`src/tkarb_pkg.sv`:
```
`default_nettype none

package tkarb_pkg;

   // widths fixed by the stream fields
   localparam int unsigned CMD_W       = 3;
   localparam int unsigned NODE_W      = 3;
   localparam int unsigned SEQ_FIELD_W = 16;
   localparam int unsigned CLASS_W     = 3;
   localparam int unsigned REQ_DATA_W  = 24;
   localparam int unsigned RSP_DATA_W  = 24;

   // class held by an entry with no real request behind it
   localparam logic [CLASS_W-1:0] CLASS_IDLE = 3'd5;

   typedef enum logic [CMD_W-1:0] {
      CMD_REMOTE = 3'd0,
      CMD_LOCAL  = 3'd1,
      CMD_MERGE  = 3'd2,
      CMD_MARK   = 3'd3,
      CMD_SELECT = 3'd4
   } cmd_type;

   typedef enum logic [1:0] {
      ST_IDLE,
      ST_SWEEP,
      ST_HOLD
   } state_type;

   // broadcast to every cell
   typedef struct packed {
      logic    upd;
      cmd_type cmd;
   } ctl_type;

   // candidate handed from cell to cell
   typedef struct packed {
      logic               found;
      logic [CLASS_W-1:0] cls;
   } cand_type;

endpackage

`default_nettype wire

```
`src/tkarb_cell.sv`:
```
`default_nettype none

module tkarb_cell #(
   parameter int unsigned INDEX    = 0,
   parameter int unsigned SEQ_BITS = 16,
   parameter int unsigned IDX_W    = 3
) (
   input  wire logic                           clock,
   input  wire logic                           reset,
   input  wire tkarb_pkg::ctl_type             ctl,
   input  wire logic                           hit,
   input  wire logic                           is_me,
   input  wire logic [SEQ_BITS-1:0]            seq_in,
   input  wire logic [tkarb_pkg::CLASS_W-1:0]  prio,
   input  wire logic [SEQ_BITS-1:0]            own_new,
   input  wire logic [SEQ_BITS-1:0]            own_cur,
   output logic                                newer,
   input  wire tkarb_pkg::cand_type            cand_in,
   input  wire logic [SEQ_BITS-1:0]            cand_seq_in,
   input  wire logic [IDX_W-1:0]               cand_idx_in,
   output tkarb_pkg::cand_type                 cand_out,
   output logic [SEQ_BITS-1:0]                 cand_seq_out,
   output logic [IDX_W-1:0]                    cand_idx_out
);
   import tkarb_pkg::*;

   logic [SEQ_BITS-1:0] rseq_ff, rseq_in;
   logic [CLASS_W-1:0]  cls_ff, cls_in;
   logic [SEQ_BITS-1:0] served_ff, served_in;
   cand_type            cand_ff, cand_in_next;
   logic [SEQ_BITS-1:0] cseq_ff, cseq_in;
   logic [IDX_W-1:0]    cidx_ff, cidx_in;
   logic                take;
   logic                pending;
   logic                better;

   // entry update
   always_comb begin
      newer     = seq_in > served_ff;
      take      = (prio < cls_ff) || (rseq_ff <= served_ff) ||
                  ((prio == cls_ff) && (seq_in > rseq_ff));
      rseq_in   = rseq_ff;
      cls_in    = cls_ff;
      served_in = served_ff;
      if (ctl.upd) begin
         case (ctl.cmd)
            CMD_REMOTE: begin
               if (hit && newer && take) begin
                  rseq_in = seq_in;
                  cls_in  = prio;
               end
            end
            CMD_LOCAL: begin
               if (is_me) begin
                  rseq_in = own_new;
                  cls_in  = prio;
               end
            end
            CMD_MERGE: begin
               if (hit && newer) begin
                  served_in = seq_in;
               end
            end
            CMD_MARK: begin
               if (is_me) begin
                  served_in = own_cur;
               end
            end
            default: begin
            end
         endcase
      end
   end

   // compare against the candidate from the left neighbor
   always_comb begin
      pending = rseq_ff > served_ff;
      better  = pending && (!cand_in.found || (cls_ff < cand_in.cls) ||
                ((cls_ff == cand_in.cls) && (rseq_ff < cand_seq_in)));
      if (better) begin
         cand_in_next.found = 1'b1;
         cand_in_next.cls   = cls_ff;
         cseq_in            = rseq_ff;
         cidx_in            = IDX_W'(INDEX);
      end else begin
         cand_in_next = cand_in;
         cseq_in      = cand_seq_in;
         cidx_in      = cand_idx_in;
      end
   end

   always_ff @(posedge clock) begin
      if (reset) begin
         rseq_ff   <= (INDEX == 0) ? SEQ_BITS'(1) : '0;
         cls_ff    <= (INDEX == 0) ? CLASS_IDLE : '0;
         served_ff <= '0;
         cand_ff   <= '0;
      end else begin
         rseq_ff   <= rseq_in;
         cls_ff    <= cls_in;
         served_ff <= served_in;
         cand_ff   <= cand_in_next;
      end
   end

   always_ff @(posedge clock) begin
      cseq_ff <= cseq_in;
      cidx_ff <= cidx_in;
   end

   assign cand_out     = cand_ff;
   assign cand_seq_out = cseq_ff;
   assign cand_idx_out = cidx_ff;

endmodule

`default_nettype wire

```
`src/token_request_priority_arbiter.sv`:
```
// a request updates the tables on its transfer; no new request is taken until
// its result is loaded from the selection sweep, which ripples one candidate
//    through the row of NODES cells, one cell per cycle
// a finished result waits in the output register while the next item is taken
// reset (synchronous, active high): tables to zero except entry 0 (seq 1,
//    class 5), own sequence 1, highest seen 0, self node 0, no result pending
`default_nettype none

module token_request_priority_arbiter #(
   parameter int unsigned NODES    = 8,
   parameter int unsigned SEQ_BITS = 16
) (
   input  wire logic                              clock,
   input  wire logic                              reset,
   // configuration: self node index
   input  wire logic                              csr_wen,
   input  wire logic [tkarb_pkg::NODE_W-1:0]      csr_wdata,
   // request stream
   input  wire logic                              req_tvalid,
   output logic                                   req_tready,
   // node [2:0], seq [18:3], prio [21:19], zero [23:22]
   input  wire logic [tkarb_pkg::REQ_DATA_W-1:0]  req_tdata,
   // cmd [2:0]
   input  wire logic [tkarb_pkg::CMD_W-1:0]       req_tuser,
   // result stream
   output logic                                   rsp_tvalid,
   input  wire logic                              rsp_tready,
   // winner [2:0], pass_token [3], any_pending [4], stale [5],
   // own_seq [21:6], zero [23:22]
   output logic [tkarb_pkg::RSP_DATA_W-1:0]       rsp_tdata
);
   import tkarb_pkg::*;

   localparam int unsigned IDX_W = $clog2(NODES);
   localparam int unsigned CNT_W = $clog2(NODES + 1);
   localparam logic [SEQ_BITS-1:0] SEQ_MAX = {SEQ_BITS{1'b1}};

   // unpacked request fields
   logic [NODE_W-1:0]      req_node;
   logic [SEQ_FIELD_W-1:0] req_seq;
   logic [CLASS_W-1:0]     req_prio;
   cmd_type                req_cmd;
   logic [SEQ_BITS-1:0]    seq_m;

   assign req_node = req_tdata[2:0];
   assign req_seq  = req_tdata[18:3];
   assign req_prio = req_tdata[21:19];
   assign req_cmd  = cmd_type'(req_tuser);
   // sequence taken modulo 2^SEQ_BITS
   assign seq_m    = SEQ_BITS'(req_seq);

   // control state
   state_type           state_ff, state_in;
   logic [CNT_W-1:0]    cnt_ff, cnt_in;
   logic [NODE_W-1:0]   self_ff, self_in;
   logic [SEQ_BITS-1:0] hs_ff, hs_in;
   logic [SEQ_BITS-1:0] own_ff, own_in;
   logic                rsp_valid_ff, rsp_valid_in;
   logic                stale_ff, stale_in;
   logic [RSP_DATA_W-1:0] rsp_data_ff, rsp_data_in;

   logic req_accept;
   logic load;
   logic sweep_done;

   assign req_accept = req_tvalid && req_tready;
   assign sweep_done = cnt_ff == CNT_W'(NODES);

   // this node, falls back to node 0 when the self index is out of range
   logic             self_ok;
   logic [IDX_W-1:0] me_idx;
   logic             node_ok;
   logic [IDX_W-1:0] node_idx;

   assign self_ok  = 32'(self_ff) < NODES;
   assign me_idx   = self_ok ? IDX_W'(self_ff) : '0;
   assign node_ok  = 32'(req_node) < NODES;
   assign node_idx = IDX_W'(req_node);

   // saturating increment of the highest seen sequence
   logic [SEQ_BITS-1:0] hs_inc;
   assign hs_inc = (hs_ff == SEQ_MAX) ? hs_ff : hs_ff + SEQ_BITS'(1);

   // cell row
   ctl_type             ctl;
   logic [NODES-1:0]    hit_sel;
   logic [NODES-1:0]    me_sel;
   logic [NODES-1:0]    newer_vec;
   cand_type            cand    [NODES+1];
   logic [SEQ_BITS-1:0] cand_seq[NODES+1];
   logic [IDX_W-1:0]    cand_idx[NODES+1];

   assign ctl.upd = req_accept;
   assign ctl.cmd = req_cmd;

   // the row starts with no candidate
   assign cand[0]     = '0;
   assign cand_seq[0] = '0;
   assign cand_idx[0] = '0;

   for (genvar i = 0; i < NODES; i++) begin : g_cell
      assign hit_sel[i] = node_ok && (node_idx == IDX_W'(i));
      assign me_sel[i]  = me_idx == IDX_W'(i);

      tkarb_cell #(
         .INDEX    (i),
         .SEQ_BITS (SEQ_BITS),
         .IDX_W    (IDX_W)
      ) u_cell (
         .clock        (clock),
         .reset        (reset),
         .ctl          (ctl),
         .hit          (hit_sel[i]),
         .is_me        (me_sel[i]),
         .seq_in       (seq_m),
         .prio         (req_prio),
         .own_new      (hs_inc),
         .own_cur      (own_ff),
         .newer        (newer_vec[i]),
         .cand_in      (cand[i]),
         .cand_seq_in  (cand_seq[i]),
         .cand_idx_in  (cand_idx[i]),
         .cand_out     (cand[i+1]),
         .cand_seq_out (cand_seq[i+1]),
         .cand_idx_out (cand_idx[i+1])
      );
   end

   // newer than the addressed node's served value
   logic newer_hit;
   assign newer_hit = |(newer_vec & hit_sel);

   // global sequence state and stale flag, updated on the request transfer
   always_comb begin
      hs_in    = hs_ff;
      own_in   = own_ff;
      stale_in = stale_ff;
      if (req_accept) begin
         stale_in = 1'b0;
         case (req_cmd)
            CMD_REMOTE: begin
               if (node_ok) begin
                  if (newer_hit) begin
                     if (seq_m > hs_ff) begin
                        hs_in = seq_m;
                     end
                  end else begin
                     stale_in = 1'b1;
                  end
               end
            end
            CMD_LOCAL: begin
               hs_in  = hs_inc;
               own_in = hs_inc;
            end
            default: begin
            end
         endcase
      end
   end

   // configuration write
   assign self_in = csr_wen ? csr_wdata : self_ff;

   // next state
   always_comb begin
      state_in = state_ff;
      case (state_ff)
         ST_IDLE: begin
            if (req_accept) begin
               state_in = ST_SWEEP;
            end
         end
         ST_SWEEP: begin
            if (sweep_done) begin
               state_in = load ? ST_IDLE : ST_HOLD;
            end
         end
         ST_HOLD: begin
            if (load) begin
               state_in = ST_IDLE;
            end
         end
         default: begin
            state_in = ST_IDLE;
         end
      endcase
   end

   // fsm outputs
   always_comb begin
      req_tready = 1'b0;
      load       = 1'b0;
      cnt_in     = cnt_ff;
      case (state_ff)
         ST_IDLE: begin
            req_tready = 1'b1;
            cnt_in     = '0;
         end
         ST_SWEEP: begin
            // candidate at the end of the row is final once every cell
            // has seen the updated tables
            if (sweep_done) begin
               load = !rsp_valid_ff || rsp_tready;
            end else begin
               cnt_in = cnt_ff + CNT_W'(1);
            end
         end
         ST_HOLD: begin
            load = !rsp_valid_ff || rsp_tready;
         end
         default: begin
         end
      endcase
   end

   // result assembly from the last cell's candidate
   logic [IDX_W-1:0] win_idx;
   logic             any_pend;

   assign any_pend = cand[NODES].found;
   assign win_idx  = any_pend ? cand_idx[NODES] : me_idx;

   always_comb begin
      rsp_data_in        = '0;
      rsp_data_in[2:0]   = NODE_W'(win_idx);
      rsp_data_in[3]     = win_idx != me_idx;
      rsp_data_in[4]     = any_pend;
      rsp_data_in[5]     = stale_ff;
      rsp_data_in[21:6]  = SEQ_FIELD_W'(own_ff);
   end

   // output register valid
   always_comb begin
      rsp_valid_in = rsp_valid_ff;
      if (load) begin
         rsp_valid_in = 1'b1;
      end else if (rsp_tready) begin
         rsp_valid_in = 1'b0;
      end
   end

   always_ff @(posedge clock) begin
      if (reset) begin
         state_ff     <= ST_IDLE;
         cnt_ff       <= '0;
         self_ff      <= '0;
         hs_ff        <= '0;
         own_ff       <= SEQ_BITS'(1);
         rsp_valid_ff <= 1'b0;
         stale_ff     <= 1'b0;
      end else begin
         state_ff     <= state_in;
         cnt_ff       <= cnt_in;
         self_ff      <= self_in;
         hs_ff        <= hs_in;
         own_ff       <= own_in;
         rsp_valid_ff <= rsp_valid_in;
         stale_ff     <= stale_in;
      end
   end

   always_ff @(posedge clock) begin
      if (load) begin
         rsp_data_ff <= rsp_data_in;
      end
   end

   assign rsp_tvalid = rsp_valid_ff;
   assign rsp_tdata  = rsp_data_ff;

   // a transfer always starts a fresh sweep
   a_accept_sweep: assert property (@(posedge clock) disable iff (reset)
      req_accept |=> (state_ff == ST_SWEEP) && (cnt_ff == '0))
      else $error("sweep did not start after request transfer");

   // exactly one cell plays this node, whatever the self index
   a_me_onehot: assert property (@(posedge clock) disable iff (reset)
      $onehot(me_sel))
      else $error("self selection not one-hot");

   // a command addresses at most one cell
   a_hit_onehot0: assert property (@(posedge clock) disable iff (reset)
      $onehot0(hit_sel))
      else $error("node selection hits several cells");

   // sweep counter never runs past the row length
   a_cnt_bound: assert property (@(posedge clock) disable iff (reset)
      (state_ff != ST_IDLE) |-> (cnt_ff <= CNT_W'(NODES)))
      else $error("sweep counter out of range");

   // result register only loads from a finished sweep
   a_load_done: assert property (@(posedge clock) disable iff (reset)
      load |-> sweep_done)
      else $error("result loaded before sweep end");

endmodule

`default_nettype wire
```
`config.mk`:
```
export PLATFORM = sky130hd
export DESIGN_NAME = token_request_priority_arbiter
export DESIGN_NICKNAME = d
export VERILOG_FILES = /design/src/tkarb_pkg.sv /design/src/tkarb_cell.sv /design/src/token_request_priority_arbiter.sv
export SDC_FILE = /design/constraint.sdc
export NUM_CORES = 2
export LEC_CHECK = 0
export ABC_AREA = 0
export BUFFER_PORTS_ARGS = -buffer_cell sky130_fd_sc_hd__buf_2
export CAP_MARGIN = 40
export CORE_MARGIN = 8
export CORE_UTILIZATION = 60
export DETAILED_ROUTE_END_ITERATION = 10
export PLACE_DENSITY_LB_ADDON = 0.08
export SLEW_MARGIN = 20
export SYNTH_ARGS = -nofsm -noshare
export SYNTH_HDL_FRONTEND = slang
export SYNTH_SLANG_ARGS = --single-unit
```
`constraint.sdc`:
```
create_clock -name clock -period 8.55 [get_ports clock]
set_clock_uncertainty 0.15 [all_clocks]
set_input_delay 1.71 -clock clock [delete_from_list [all_inputs] [get_ports clock]]
set_output_delay 1.71 -clock clock [all_outputs]
set_load 0.05 [all_outputs]
```
== After elaboration in Yosys (flattened, before gate mapping) ==
Cells that the tools add are included.
Widths: inputs -> output; s select.

* Equal/unequal tests: 75
* Reductions and logical operators: 108
* Muxes and demuxes: 106
* Add/sub/neg operators: 2
* $lt $le $gt $ge: 55
* Bitwise gates (word level): 2

{| class="wikitable"
|+ Operator list
! cell !! count
|-
| $mux 16 || 41
|-
| $pmux 16 s2 || 17
|-
| $gt 16x16->1 || 25
|-
| $le 16x16->1 || 8
|-
| $lt 16x16->1 || 7
|-
| $reduce_and 4->1 || 17
|-
| $ne 2x1->1 const B || 32
|-
| $mux 3 || 17
|-
| $pmux 3 s2 || 8
|-
| $eq 3x3->1 || 15
|-
| $lt 3x3->1 || 15
|-
| $logic_and 1x1->1 || 39
|-
| $mux 4 || 9
|-
| $logic_or 1x1->1 || 31
|-
| $eq 3x3->1 const B || 8
|-
| $eq 3x2->1 const B || 6
|-
| $add 16x1->16 const B || 1
|-
| $eq 16x16->1 const B || 1
|-
| $ne 2x2->1 const B || 6
|-
| $eq 3x1->1 const B || 3
|-
| $logic_not 3->1 || 3
|-
| $and 8x8->8 || 1
|-
| $logic_not 1->1 || 8
|-
| $mux 2 || 4
|-
| other kinds (16) || 26
|}

* Word-level logic and storage cells: 409
* Input bits: 35
* Bits in registers: 503

== Logic depth before layout (Yosys ltp) ==
* Word-level depth: 7
* Mapped depth: 12
* Gate-level depth less buffers: 11

== Hierarchy ==
A second synthesis with hierarchy kept.

* Cells, all modules: 4247
* Area total of the unflattened synthesis: 37417.1 µm²

{| class="wikitable"
|+ By module, submodules not included
! module !! cells each !! times used !! sequential area each (µm²) !! area each (µm²)
|-
| tkarb_cell (g_cell[1].u_cell ...) || 481 || 6 || 1161.1 || 4182.8
|-
| tkarb_cell (g_cell[0].u_cell) || 474 || 1 || 1161.1 || 4330.4
|-
| tkarb_cell (g_cell[4].u_cell) || 479 || 1 || 1161.1 || 4106.4
|-
| token_request_priority_arbiter || 408 || 1 || 1521.5 || 3883.7
|}

== Worst setup path before layout ==
OpenSTA, ideal clock, no wires.

* Path kind: input port to flip-flop
* Start point: in req_tdata[3] in the netlist's numbering
* End point: reg hs_ff[11]
* Buffers on the path: 1
* Slack: 4.239 ns
* Cell stages on the path: 11
* Library setup time: 0.073 ns
* Arrival: 4.088 ns
* Path through: inv_1 -> ha_1 -> nor2b_1 -> o211ai_1 -> a21oi_1 -> o311ai_1 -> nand2_2 -> or4_4 -> o21ai_4 -> buf_12 -> mux2i_1

* Word-level cells in the longest chain between the ends: 5
* Elaborated cells between the ends (all ways): 14

{| class="wikitable"
|+ RTL lines
! item !! line !! text
|-
| start, declared || token_request_priority_arbiter.sv:22 || <nowiki>input wire logic [tkarb_pkg::REQ_DATA_W-1:0] req_tdata,</nowiki>
|-
| $gt 16x16->1 || tkarb_cell.sv:39 || <nowiki>newer = seq_in > served_ff;</nowiki>
|-
| $and 8x8->8 || token_request_priority_arbiter.sv:131 || <nowiki>assign newer_hit = |(newer_vec & hit_sel);</nowiki>
|-
| $reduce_or 8->1 || token_request_priority_arbiter.sv:131 ||
|-
| $ne 2x2->1 (no line) || -- ||
|-
| $reduce_and 4->1 (no line) * || -- ||
|-
| end signal, assigned || token_request_priority_arbiter.sv:256 || <nowiki>hs_ff <= hs_in;</nowiki>
|-
| end, declared || token_request_priority_arbiter.sv:56 || <nowiki>logic [SEQ_BITS-1:0] hs_ff, hs_in;</nowiki>
|}

Every way passes the cells marked *; elsewhere a longest branch is shown, timed or not.
A chain may end at the register's enable or synchronous reset.

== Worst setup path in the final report ==
* Start point: in req_tdata[16] in the netlist's numbering
* End point: reg g_cell[1].u_cell.rseq_ff[0]

* Word-level cells in the longest chain between the ends: 6
* Elaborated cells between the ends (all ways): 8

{| class="wikitable"
|+ RTL lines
! item !! line !! text
|-
| $gt 16x16->1 || tkarb_cell.sv:41 || <nowiki>((prio == cls_ff) && (seq_in > rseq_ff));</nowiki>
|-
| $logic_and 1x1->1 || tkarb_cell.sv:41 ||
|-
| $logic_or 1x1->1 || tkarb_cell.sv:40 || <nowiki>take = (prio < cls_ff) || (rseq_ff <= served_ff) ||</nowiki>
|-
| $logic_and 1x1->1 * || tkarb_cell.sv:48 || <nowiki>if (hit && newer && take) begin</nowiki>
|-
| $ne 2x1->1 (no line) * || -- ||
|-
| $reduce_and 4->1 (no line) * || -- ||
|-
| end signal, assigned || tkarb_cell.sv:94 || <nowiki>rseq_ff <= (INDEX == 0) ? SEQ_BITS'(1) : '0;</nowiki>
|-
| end signal, assigned || tkarb_cell.sv:99 || <nowiki>rseq_ff <= rseq_in;</nowiki>
|-
| end, declared || tkarb_cell.sv:27 || <nowiki>logic [SEQ_BITS-1:0] rseq_ff, rseq_in;</nowiki>
|}

Marked as above.

==> results.md <==
- WS Path Type: input port to flip-flop
- Synth top area cells: dfxtp_1 (31%), ha_1 (22%), mux2i_1 (8.4%)
- RSZ-0062 raised after global routing: false
- Leading area contributor after synthesis: dfxtp_1
- Clock sinks: 503
- Max Slew Vio Count: 0
- Reg power frac: 0.381
- Final RePlAce weighted congestion: approximately 0.94
- Startpoint type of the worst setup path: input port
- Number of max-cap violations: 0
- Area Growth Syn to Fin: 10.8%
- Crit share post-route: 0.595
- Synth Flop Type: dfxtp_1
- Clock network power share: 0.380
- Crit-path max FO: 12
- Clock root buffer: clkbuf_16
- Wire length per cell: 24.2 um
- Commonest non-fill, non-tap cell in the layout: ha_1
- Seq cells post-synth: 503
- WP data arrival: 5.49 ns
- Routed Antenna Nets: 0
- Transition time of the tightest slew-check pin: 0.948 ns
- Pwr Density: around 200 nW/um^2
- Final worst slack: 3.46 ns
- Headroom to the max-slew limit: 0.368
- Chip height: 245 um
- Register area: 10,300 um^2
- Total internal power: 4.77 mW
- IO Count: 61
- Dpl hpwl: approximately 75,000 um
- All-Layer GR Usage: 0.336
- Post-synth EDFFs: 22
- Largest net degree at the start of global routing: 107
- Min-Delay Path Class: flip-flop to flip-flop
- Cell Rows: 84
- Req. time, crit path: 8.95 ns
- I/O Buffers: 56
- Final Total Pwr: 6.89 mW
- Final Util: 0.667
- Initial antenna violation count: 3
- Starting density of the core: 0.602
- Register area share after synthesis: 0.327
- Clock tree buffer depth: 3
- Switching Share: 0.308
- Starting DRT DRC Count: 2,111
- Pre-CTS setup slack: 2.94 ns
- Reg2reg start: g_cell[1].u_cell.served_ff[9]$_SDFFE_PP0P_
- Min-delay src: g_cell[2].u_cell.cand_idx_out[0]$_SDFF_PP0_
- Vias per inst: just over 6
- Multi-input logic area: 19,200 um^2
- Placed Instance Area: 32,900 um^2
- Syn avg cell area: 9.13 um^2
- Ratio of cells with drive above 1 in the final layout: 0.0769
- Post-CTS Hold Buffers: 0
- Setup_tns: 0 ns
- Layout fillers: 4,194
- Synth Warn #: 0
- Fin crit period: 5.09 ns
- Clk Latency, worst-skew pair: 0.62 ns
- Sw power: 2.12 mW
- Post_cts resized: 0
- Worst-path clk slew: 0.06 ns
- CTS tree: done
- Layout Nets: between 4,000 and 5,000
- Async SR Flop Fraction: 0
- Crit. End Element: flip-flop
- Max rail drop VDD: 164 uV
- Die Area: 60,000 um^2
- Gate power share: 0.239
- Hold slack: ~0.26 ns
- Crit path from: req_tdata[16]
- Total Wirelength: 103,000 um
- Leakage: 15.3 nW
- Count of final setup violators: 0
- Core Footprint: 52,200 um^2
- CTS Buf Count: 56
- Outcome: complete, no violations
- Die W: ~240 um
- Final hold viol count: 0
- Most frequent cells in the layout: ha_1 (556), dfxtp_1 (481), inv_1 (436)
- First-pass GRT wire length: 154,000 um
- Placed insts: 4,149
- Layout Cell Area excl Fill: 34,900 um^2
- Max Freq: 0.196 GHz
- H-tree Lvls: 2
- Non-Filler Instances: approximately 4,300
- Residual DRC count: 0
- DR pass1 iterations: 5
- GR Overflow Total: 0
- Synth unique cells: 73
- Mapped cell area: 31,500 um^2
- Top-area cell type share of the netlist area: 0.306
- Vias in the first global route: 26,200
- Synthesized instance count: 3,446
- # Post-CTS Setup Buffers: 0
- Routed vias: 26,200
[sequential cells by signal, indices dropped and copies added (netlist names), 2 cells and up]
signal and count:
hs_ff 16, cnt_ff 4, g_cell.u_cell.cand_out 29, rsp_tdata 22, g_cell.u_cell.cls_ff 24, own_ff 16
g_cell.u_cell.rseq_ff 128, g_cell.u_cell.cand_seq_out 112, g_cell.u_cell.served_ff 128, g_cell.u_cell.cand_idx_out 17, state_ff 2, me_idx 3
[worst paths after layout]
kind | to | slack (ns) | depth (start not counted)
max | g_cell[1].u_cell.rseq_ff[0]$_SDFFE_PP0P_ | 3.46 | 11
max reg2reg | g_cell[1].u_cell.rseq_ff[0]$_SDFFE_PP0P_ | 4.84 | 11
min reg2reg | g_cell[3].u_cell.cand_idx_out[0]$_SDFF_PP1_ | 0.26 | 1
min | g_cell[3].u_cell.cand_idx_out[0]$_SDFF_PP1_ | 0.26 | 1
[cells by family (layout without fill, tap and decap cells)]
family / count (synthesis) / in the layout / share of synthesized area
AOI/OAI and AO/OA: 678 / 678 / 0.141
adders and majority gates: 556 / 556 / 0.221
other: 1 / 5 / 0.000119
muxes: 290 / 290 / 0.0933
DFF: 503 / 503 / 0.327
xor gates and xnor gates: 15 / 15 / 0.00418
and+or+nand+nor: 862 / 862 / 0.147
buffers and inverters: 541 / 658 / 0.0664
[routing by layer]
metal,wire length (um),global-route usage,share of wire,vias up
li1,-,-,-,12300
met5,12,0,0.00012,-
met4,8500,0.247,0.083,2
met2,44800,0.530,0.44,1064
met1,40800,0.404,0.40,12500
met3,8860,0.0691,0.086,371
[power by group through the flow]
stage	sequential, mW	clock [mW]	combinational (mW)
2_1_floorplan	2.64	0	1.10
3_3_place_gp	2.67	0	1.54
3_5_place_dp	2.67	0	1.61
4_1_cts	2.62	2.64	1.62
5_1_grt	2.64	2.74	1.79
6_report	2.63	2.62	1.65
[cells in the mapped netlist (15+ instances only)]
cell type,count
clkbuf_1,80
o211ai_1,23
and2_1,28
a211oi_1,96
inv_1,436
o21a_1,21
nand3b_1,66
nand2_1,76
nand4_1,104
nand2b_1,150
a21oi_1,177
mux2_2,26
nor2_1,254
mux2i_1,264
o21ai_0,129
ha_1,556
buf_2,15
edfxtp_1,22
dfxtp_1,481
a21o_1,105
nand3_1,43
nor2b_1,53
nor3_1,42
[critical path, cell delays in order]
cell,delay [ns]
buf_2,0.46
buf_4,0.35
ha_1,0.29
nand4_1,0.12
a21oi_1,0.06
a211oi_1,0.60
a21oi_1,0.31
o211ai_1,0.44
a41o_1,0.68
buf_8,0.24
mux2i_1,0.20
[layout make-up]
cell class / instances / share of cell area
inverters: 436 / 0.0469
repair buffers: 120 / 0.0266
clock inverters: 24 / 0.0101
flip-flops and latches: 503 / 0.295
multi-input cells: 2403 / 0.550
clock buffers: 78 / 0.0467
well taps: 688 / 0.0247
diodes: 3 / 0.000215
(Power assumes the default switching activity.)
